<file path="config.mk">
export PLATFORM = sky130hd
export DESIGN_NAME = integer_to_radix_digits_top
export DESIGN_NICKNAME = d
export VERILOG_FILES = /design/src/rtl/core/irdig_pkg.sv /design/src/rtl/core/integer_to_radix_digits_top.sv
export SDC_FILE = /design/constraint.sdc
export NUM_CORES = 1
export LEC_CHECK = 0
export ABC_AREA = 1
export BUFFER_PORTS_ARGS = -buffer_cell sky130_fd_sc_hd__clkbuf_2
export CORE_MARGIN = 8
export CORE_UTILIZATION = 67
export DETAILED_ROUTE_END_ITERATION = 7
export GPL_ROUTABILITY_DRIVEN = 0
export PLACE_DENSITY = 0.85
export SLEW_MARGIN = 5
export SYNTH_ARGS = -nofsm -noshare
export SYNTH_HDL_FRONTEND = slang
export SYNTH_SLANG_ARGS = --single-unit
</file>
<file path="constraint.sdc">
create_clock -name clk -period 26.6 [get_ports clk]
set_clock_uncertainty 0.15 [all_clocks]
set_input_delay 2.66 -clock clk [delete_from_list [all_inputs] [get_ports clk]]
set_output_delay 2.66 -clock clk [all_outputs]
set_load 0.05 [all_outputs]
</file>
<file path="src/rtl/core/irdig_pkg.sv">
// ----------------------------------------------------------------------------
// irdig_pkg
// Shared constants and helpers for the integer to radix digit converter.
// ----------------------------------------------------------------------------
package irdig_pkg;

	localparam int VALUE_W      = 64;
	localparam int RADIX_W      = 6;
	localparam int CHAR_W       = 7;
	localparam int MAX_DIGITS   = 64;
	localparam int DIGIT_W      = 6;
	localparam int DIG_IDX_W    = $clog2(MAX_DIGITS);
	localparam int BITS_PER_CYC = 8;
	localparam int STEPS        = VALUE_W / BITS_PER_CYC;
	localparam int STEP_W       = $clog2(STEPS);

	localparam logic [RADIX_W-1:0] RADIX_MIN = RADIX_W'(2);
	localparam logic [RADIX_W-1:0] RADIX_MAX = RADIX_W'(36);

	localparam logic [CHAR_W-1:0] CHAR_ZERO  = CHAR_W'(48);
	localparam logic [CHAR_W-1:0] CHAR_ALPHA = CHAR_W'(55);
	localparam logic [CHAR_W-1:0] CHAR_MINUS = CHAR_W'(45);
	localparam logic [CHAR_W-1:0] CHAR_NINE  = CHAR_W'(57);
	localparam logic [CHAR_W-1:0] CHAR_A     = CHAR_W'(65);
	localparam logic [CHAR_W-1:0] CHAR_Z     = CHAR_W'(90);

	// digit value 0..35 to ascii '0'..'9', 'A'..'Z'
	function automatic logic [CHAR_W-1:0] digit_char(input logic [DIGIT_W-1:0] d);
		logic [CHAR_W-1:0] dx;
		dx = CHAR_W'(d);
		if (d > DIGIT_W'(9)) begin
			return dx + CHAR_ALPHA;
		end
		return dx + CHAR_ZERO;
	endfunction

	function automatic logic [RADIX_W-1:0] clamp_radix(input logic [RADIX_W-1:0] r);
		if (r < RADIX_MIN) begin
			return RADIX_MIN;
		end
		if (r > RADIX_MAX) begin
			return RADIX_MAX;
		end
		return r;
	endfunction

endpackage

</file>
<file path="src/rtl/core/integer_to_radix_digits_top.sv">
// ----------------------------------------------------------------------------
// integer_to_radix_digits_top
// Converts a signed 64-bit value into ASCII digits of radix 2..36, sign first,
// most significant digit first, by repeated division in a shared divider.
// ----------------------------------------------------------------------------
//
// channel   ports                       transfer
// input     start, busy, value, radix   edge with start high and busy low
// result    strobe, character, last     every edge with strobe high
//
// each digit is a full division of the quotient in the shared divider, which retires 8
// quotient bits per cycle; busy stays high until the last character is registered,
// so no new item is taken while one is being converted. digits go to a 64-entry
// buffer, read back reversed.
// arst_n clears the sequencer and the strobe; the buffer is not cleared.
// results cannot be stalled, the strobe shows each character for one cycle.

module integer_to_radix_digits_top (
	input  logic                                clk,
	input  logic                                arst_n,
	input  logic                                start,
	output logic                                busy,
	input  logic signed [irdig_pkg::VALUE_W-1:0] value,
	input  logic        [irdig_pkg::RADIX_W-1:0] radix,
	output logic                                strobe,
	output logic        [irdig_pkg::CHAR_W-1:0]  character,
	output logic                                last
);

	typedef enum logic [1:0] {
		ST_IDLE,
		ST_DIV,
		ST_PREP,
		ST_OUT
	} state_t;

	state_t                            state_q;
	logic [irdig_pkg::VALUE_W-1:0]     quo_q;
	logic [irdig_pkg::DIGIT_W-1:0]     rem_q;
	logic [irdig_pkg::RADIX_W-1:0]     radix_q;
	logic                              neg_q;
	logic                              cut_q;
	logic [irdig_pkg::STEP_W-1:0]      step_q;
	logic [irdig_pkg::DIG_IDX_W-1:0]   nd_q;
	logic [irdig_pkg::DIG_IDX_W-1:0]   rd_q;
	logic [irdig_pkg::DIGIT_W-1:0]     dout_q;
	logic                              strobe_q;
	logic [irdig_pkg::CHAR_W-1:0]      char_q;
	logic                              last_q;

	logic [irdig_pkg::DIGIT_W-1:0]     mem [irdig_pkg::MAX_DIGITS];

	logic [irdig_pkg::VALUE_W-1:0]     quo_d;
	logic [irdig_pkg::DIGIT_W-1:0]     rem_d;
	logic [irdig_pkg::DIG_IDX_W-1:0]   rd_addr;
	logic [irdig_pkg::VALUE_W-1:0]     mag;
	logic                              digit_done;
	logic                              last_digit;
	logic                              out_last;

	assign mag = value[irdig_pkg::VALUE_W-1] ? (~value + irdig_pkg::VALUE_W'(1)) : value;

	// restoring division, 8 quotient bits per cycle; remainder stays below radix
	always_comb begin
		logic [irdig_pkg::DIGIT_W:0] trial;
		quo_d = quo_q;
		rem_d = rem_q;
		for (int i = 0; i < irdig_pkg::BITS_PER_CYC; i++) begin
			trial = {rem_d, quo_d[irdig_pkg::VALUE_W-1]};
			quo_d = {quo_d[irdig_pkg::VALUE_W-2:0], 1'b0};
			if (trial >= {1'b0, radix_q}) begin
				rem_d    = irdig_pkg::DIGIT_W'(trial - {1'b0, radix_q});
				quo_d[0] = 1'b1;
			end else begin
				rem_d = trial[irdig_pkg::DIGIT_W-1:0];
			end
		end
	end

	assign digit_done = (state_q == ST_DIV) && (step_q == irdig_pkg::STEP_W'(irdig_pkg::STEPS - 1));
	assign last_digit = (quo_d == '0) || (nd_q == irdig_pkg::DIG_IDX_W'(irdig_pkg::MAX_DIGITS - 1));
	// a sign plus 64 digits is cut to 64 characters, dropping the final digit
	assign out_last   = (rd_q == '0) || (cut_q && (rd_q == irdig_pkg::DIG_IDX_W'(1)));
	assign rd_addr    = (state_q == ST_OUT) ? (rd_q - irdig_pkg::DIG_IDX_W'(1)) : rd_q;

	always_ff @(posedge clk) begin
		if (digit_done) begin
			mem[nd_q] <= rem_d;
		end
		dout_q <= mem[rd_addr];
	end

	always_ff @(posedge clk or negedge arst_n) begin
		if (!arst_n) begin
			state_q  <= ST_IDLE;
			strobe_q <= 1'b0;
			step_q   <= '0;
			nd_q     <= '0;
			rd_q     <= '0;
			cut_q    <= 1'b0;
			neg_q    <= 1'b0;
		end else begin
			strobe_q <= 1'b0;
			case (state_q)
				ST_IDLE: begin
					if (start) begin
						quo_q   <= mag;
						rem_q   <= '0;
						radix_q <= irdig_pkg::clamp_radix(radix);
						neg_q   <= value[irdig_pkg::VALUE_W-1];
						step_q  <= '0;
						nd_q    <= '0;
						state_q <= ST_DIV;
					end
				end
				ST_DIV: begin
					step_q <= step_q + irdig_pkg::STEP_W'(1);
					if (digit_done) begin
						if (last_digit) begin
							rd_q  <= nd_q;
							cut_q <= neg_q &&
								(nd_q == irdig_pkg::DIG_IDX_W'(irdig_pkg::MAX_DIGITS - 1));
							state_q <= ST_PREP;
						end else begin
							nd_q  <= nd_q + irdig_pkg::DIG_IDX_W'(1);
							quo_q <= quo_d;
							rem_q <= '0;
						end
					end else begin
						quo_q <= quo_d;
						rem_q <= rem_d;
					end
				end
				ST_PREP: begin
					// buffer read of the top digit is in flight; sign goes out now
					if (neg_q) begin
						strobe_q <= 1'b1;
						char_q   <= irdig_pkg::CHAR_MINUS;
						last_q   <= 1'b0;
					end
					state_q <= ST_OUT;
				end
				ST_OUT: begin
					strobe_q <= 1'b1;
					char_q   <= irdig_pkg::digit_char(dout_q);
					last_q   <= out_last;
					rd_q     <= rd_addr;
					if (out_last) begin
						state_q <= ST_IDLE;
					end
				end
				default: begin
					state_q <= ST_IDLE;
				end
			endcase
		end
	end

	assign busy      = (state_q != ST_IDLE);
	assign strobe    = strobe_q;
	assign character = char_q;
	assign last      = last_q;

endmodule

</file>
==> metrics.md <==
| Metric | Value |
|---|---|
| Status | `completed` |
| Post-CTS Setup Bufs | `0` |
| Final net count | `~2500` |
| Hold buffer count at cts | `0` |
| Reg2reg path depth | `between 80 and 90` |
| Max Cap Violations | `0` |
| Number of global-route vias before repair | `between 15000 and 20000` |
| Mean Syn Cell Area | `between 10 and 15 um^2` |
| Die Ht | `just over 200 um` |
| PostCTS Resize Cnt | `0` |
| Initial drt markers | `~2400` |
| I/O pin count | `between 80 and 90` |
| Ys flop type | `edfxtp_1` |
| Die area | `~43000 um^2` |
| Sequential element share of the synthesized area | `between 50% and 60%` |
| Register area | `roughly 15000 um^2` |
| DRC | `0` |
| Pins over their slew limit | `0` |
| Yosys reg bits | `about 490` |
| CTS root buf | `clkbuf_16` |
| Antenna violations before repair | `1` |
| Die width | `between 200 and 250 um` |
| Multi-input gate area | `8870 um^2` |
| Syn. warnings | `0` |
| Clock sinks | `494` |
| Max-slew headroom | `approximately 18%` |
| R2R Path Start | `radix_q[1]` |
| Element type at the critical path start | `flip-flop` |
| Largest net degree at the start of global routing | `96` |
| Req. time, crit path | `between 20 and 30 ns` |
| DR WL/cell | `between 20 and 25 um` |
| Clk_lat worst skew | `0.57 ns` |
| Total GRT Usage | `between 20 and 30%` |
| Row count | `70` |
| Drt total wl | `between 60000 and 70000 um` |
| Diode count | `0` |
| Least-Margin Pin Slew | `1.22 ns` |
| Clk slew on worst S/H paths | `approximately 0.060 ns` |
| DRT Pass-1 Iters | `8` |
| CTS tree | `done` |
| Crit path DAT | `~16 ns` |
| Global-route layer with the greatest usage | `met2` |
| Crit-path slowest cell | `inv_2` |
| WS Path Type | `flip-flop to flip-flop` |
| GR Util met2 | `~45%` |
| Syn_nets | `around 2500` |
| Final TNS setup | `0 ns` |
| Layout cell share with drive strength beyond 1 | `about a tenth` |
| Via total after detailed routing | `about 19000` |
| Grt total ovfl | `0` |
| Max Root-Sink Buffers | `3` |
| Area grow syn2layout | `9.30%` |
| Core footprint | `roughly 36000 um^2` |
| GRT met3 Usage | `between 5 and 6%` |
| Hold Path Sink | `step_q[1]` |
| Port bufs | `82` |
| Number of fill cells | `roughly 2300` |
| Minimum hold slack | `roughly 0.34 ns` |
| Final period util | `about three fifths` |
| First-pass GRT wire length | `95500 um` |
| FMAX | `roughly 0.064 GHz` |
| Final ANT Viol Nets | `0` |
| RSZ-0062 raised after global routing | `false` |
| Synthesized cell area | `between 20000 and 25000 um^2` |
| Post-Syn Instances | `about 2400` |
| Setup crit end kind | `flip-flop` |
| Fraction of registers with async set/reset | `between 4 and 5%` |
| Most frequent CP cell | `nand2_1` |
| Initial core utilization | `between 60% and 70%` |
| Clock buffer count from CTS | `47` |
| H-tree Lvls | `2` |
| Hold path cells | `2` |
| Crit path max fanout | `64` |
| Reg2reg setup slack | `approximately 11 ns` |
| Worst Hold Class | `flip-flop to flip-flop` |
| Met1 usage | `35.9%` |
| Crit path time final | `~16 ns` |
| Post-DP HPWL | `roughly 39000 um` |
| Synth cell types | `56` |
| Vias/cell | `between 6 and 7` |
| Largest stage delay, worst path | `roughly 0.74 ns` |
| Final hold vios | `0` |
| Worst Min Path Start | `step_q[1]` |
| Final core utilization | `73.9%` |
| RR Endpoint | `mem[58][1]` |
| Post-synth EDFFs | `approximately 470` |
| Setup violations, final | `0` |
==> worst max-delay path, delay by kind of cell (launching register included) <==
family	cells	cell delay, ns
AO/OA/AOI/OAI	32	5.86
AND/OR/NAND/NOR	33	3.47
buffers and inverters	13	2.31
adder cells (fa/ha/maj)	8	2.68
flip-flops	1	0.67
==> cells in the final DEF (no fill, tap or decap), types with 47 or more instances in the layout <==
master,n
nand2_1,277
o21ai_0,241
clkbuf_16,47
edfxtp_1,468
clkbuf_2,82
inv_1,163
nor2_1,401
a21oi_1,83
ha_1,62
nand3_1,105
==> state kept, by name, indices dropped and copies added (netlist names), 2 cells and up <==
register,flops
step_q,3
dout_q,6
character,7
radix_q,6
rd_q,6
rem_q,6
mem,384
state_q,2
quo_q,64
nd_q,6
==> kinds of logic (layout without fill, tap and decap cells) <==
logic type / Yosys count / in the layout / synth area share (%)
multiplexers: 12 / 12 / 0.489
AND/OR/NAND/NOR: 890 / 890 / 15.7
AO/OA/AOI/OAI: 545 / 545 / 13.5
buffers and inverters: 284 / 362 / 4.43
flip-flops: 494 / 494 / 59.7
XOR/XNOR: 65 / 65 / 2.32
adder cells (fa/ha/maj): 71 / 71 / 3.86
==> stage by stage <==
step                worst slack (ns)  instances  area, um^2
floorplan                      11.37       2361       24600
global placement               12.46       2822       25300
detailed placement             11.45       2822       25300
CTS                            11.40       2907       26900
global route                    9.73       2907       26900
finish                         10.99       2907       26900
==> area by class of cell <==
| cell class | instances | area share, % |
|---|---|---|
| clock buffer | 55 | 4.53 |
| clock inverter | 30 | 1.15 |
| inverter | 179 | 2.51 |
| multi-input combinational | 1583 | 33.0 |
| sequential | 494 | 54.6 |
| tap | 468 | 2.18 |
| timing repair buffer | 98 | 1.98 |
==> routing by layer <==
metal / routed length (um) / vias up
met5: 13 / -
met3: 6300 / 188
met1: 23400 / 8870
met4: 2230 / 2
li1: - / 8533
met2: 29200 / 1127
==> worst max path at each step <==
stage / endpoint / depth (start not counted) / from
after CTS: mem[40][1] / 86 / radix_q[1]
after global routing: mem[58][1] / 85 / radix_q[1]
after detailed placement: mem[32][1] / 86 / radix_q[1]
after floorplan: quo_q[0] / 87 / radix_q[1]
final: mem[58][1] / 86 / radix_q[1]
after global placement: mem[36][1] / 86 / radix_q[1]
==> Yosys cell counts, types with 3 or more instances <==
| cell type | n | area, um^2 |
|---|---|---|
| or2_2 | 3 | 18.8 |
| o31ai_1 | 3 | 22.5 |
| a21oi_2 | 5 | 43.8 |
| xnor2_1 | 29 | 254 |
| a21oi_1 | 84 | 420 |
| nand4_1 | 20 | 125 |
| nand2_2 | 7 | 43.8 |
| nand2_4 | 7 | 78.8 |
| dfrtp_1 | 20 | 500 |
| o211ai_1 | 46 | 345 |
| o21ai_0 | 241 | 1210 |
| nor3_1 | 14 | 70.1 |
| nand2_1 | 279 | 1050 |
| ha_1 | 63 | 788 |
| dfxtp_1 | 6 | 120 |
| nor3_2 | 4 | 40.0 |
| o311ai_0 | 18 | 158 |
| nor2_4 | 3 | 33.8 |
| o221ai_1 | 29 | 254 |
| nand3_2 | 6 | 60.1 |
| fa_1 | 8 | 160 |
| or4_1 | 3 | 22.5 |
| clkinv_1 | 4 | 15.0 |
| nor2_2 | 4 | 25.0 |
| buf_1 | 4 | 15.0 |
| a31oi_1 | 6 | 37.5 |
| clkbuf_1 | 96 | 360 |
| edfxtp_1 | 468 | 14100 |
| o21ai_2 | 8 | 70.1 |
| o32ai_1 | 30 | 263 |
| or2_1 | 3 | 18.8 |
| xor2_1 | 36 | 315 |
| nand3_1 | 105 | 526 |
| nand3_4 | 4 | 70.1 |
| nor4_1 | 19 | 119 |
| mux2i_1 | 12 | 120 |
| inv_2 | 10 | 37.5 |
| nor2_1 | 402 | 1510 |
| o21ai_1 | 17 | 85.1 |
| o21bai_1 | 22 | 165 |
| o21a_1 | 8 | 60.1 |
| o22ai_1 | 22 | 138 |
| inv_1 | 165 | 619 |
Power is not shown: default switching activity piles up to over one toggle a cycle in this logic, so the estimate is an artifact.
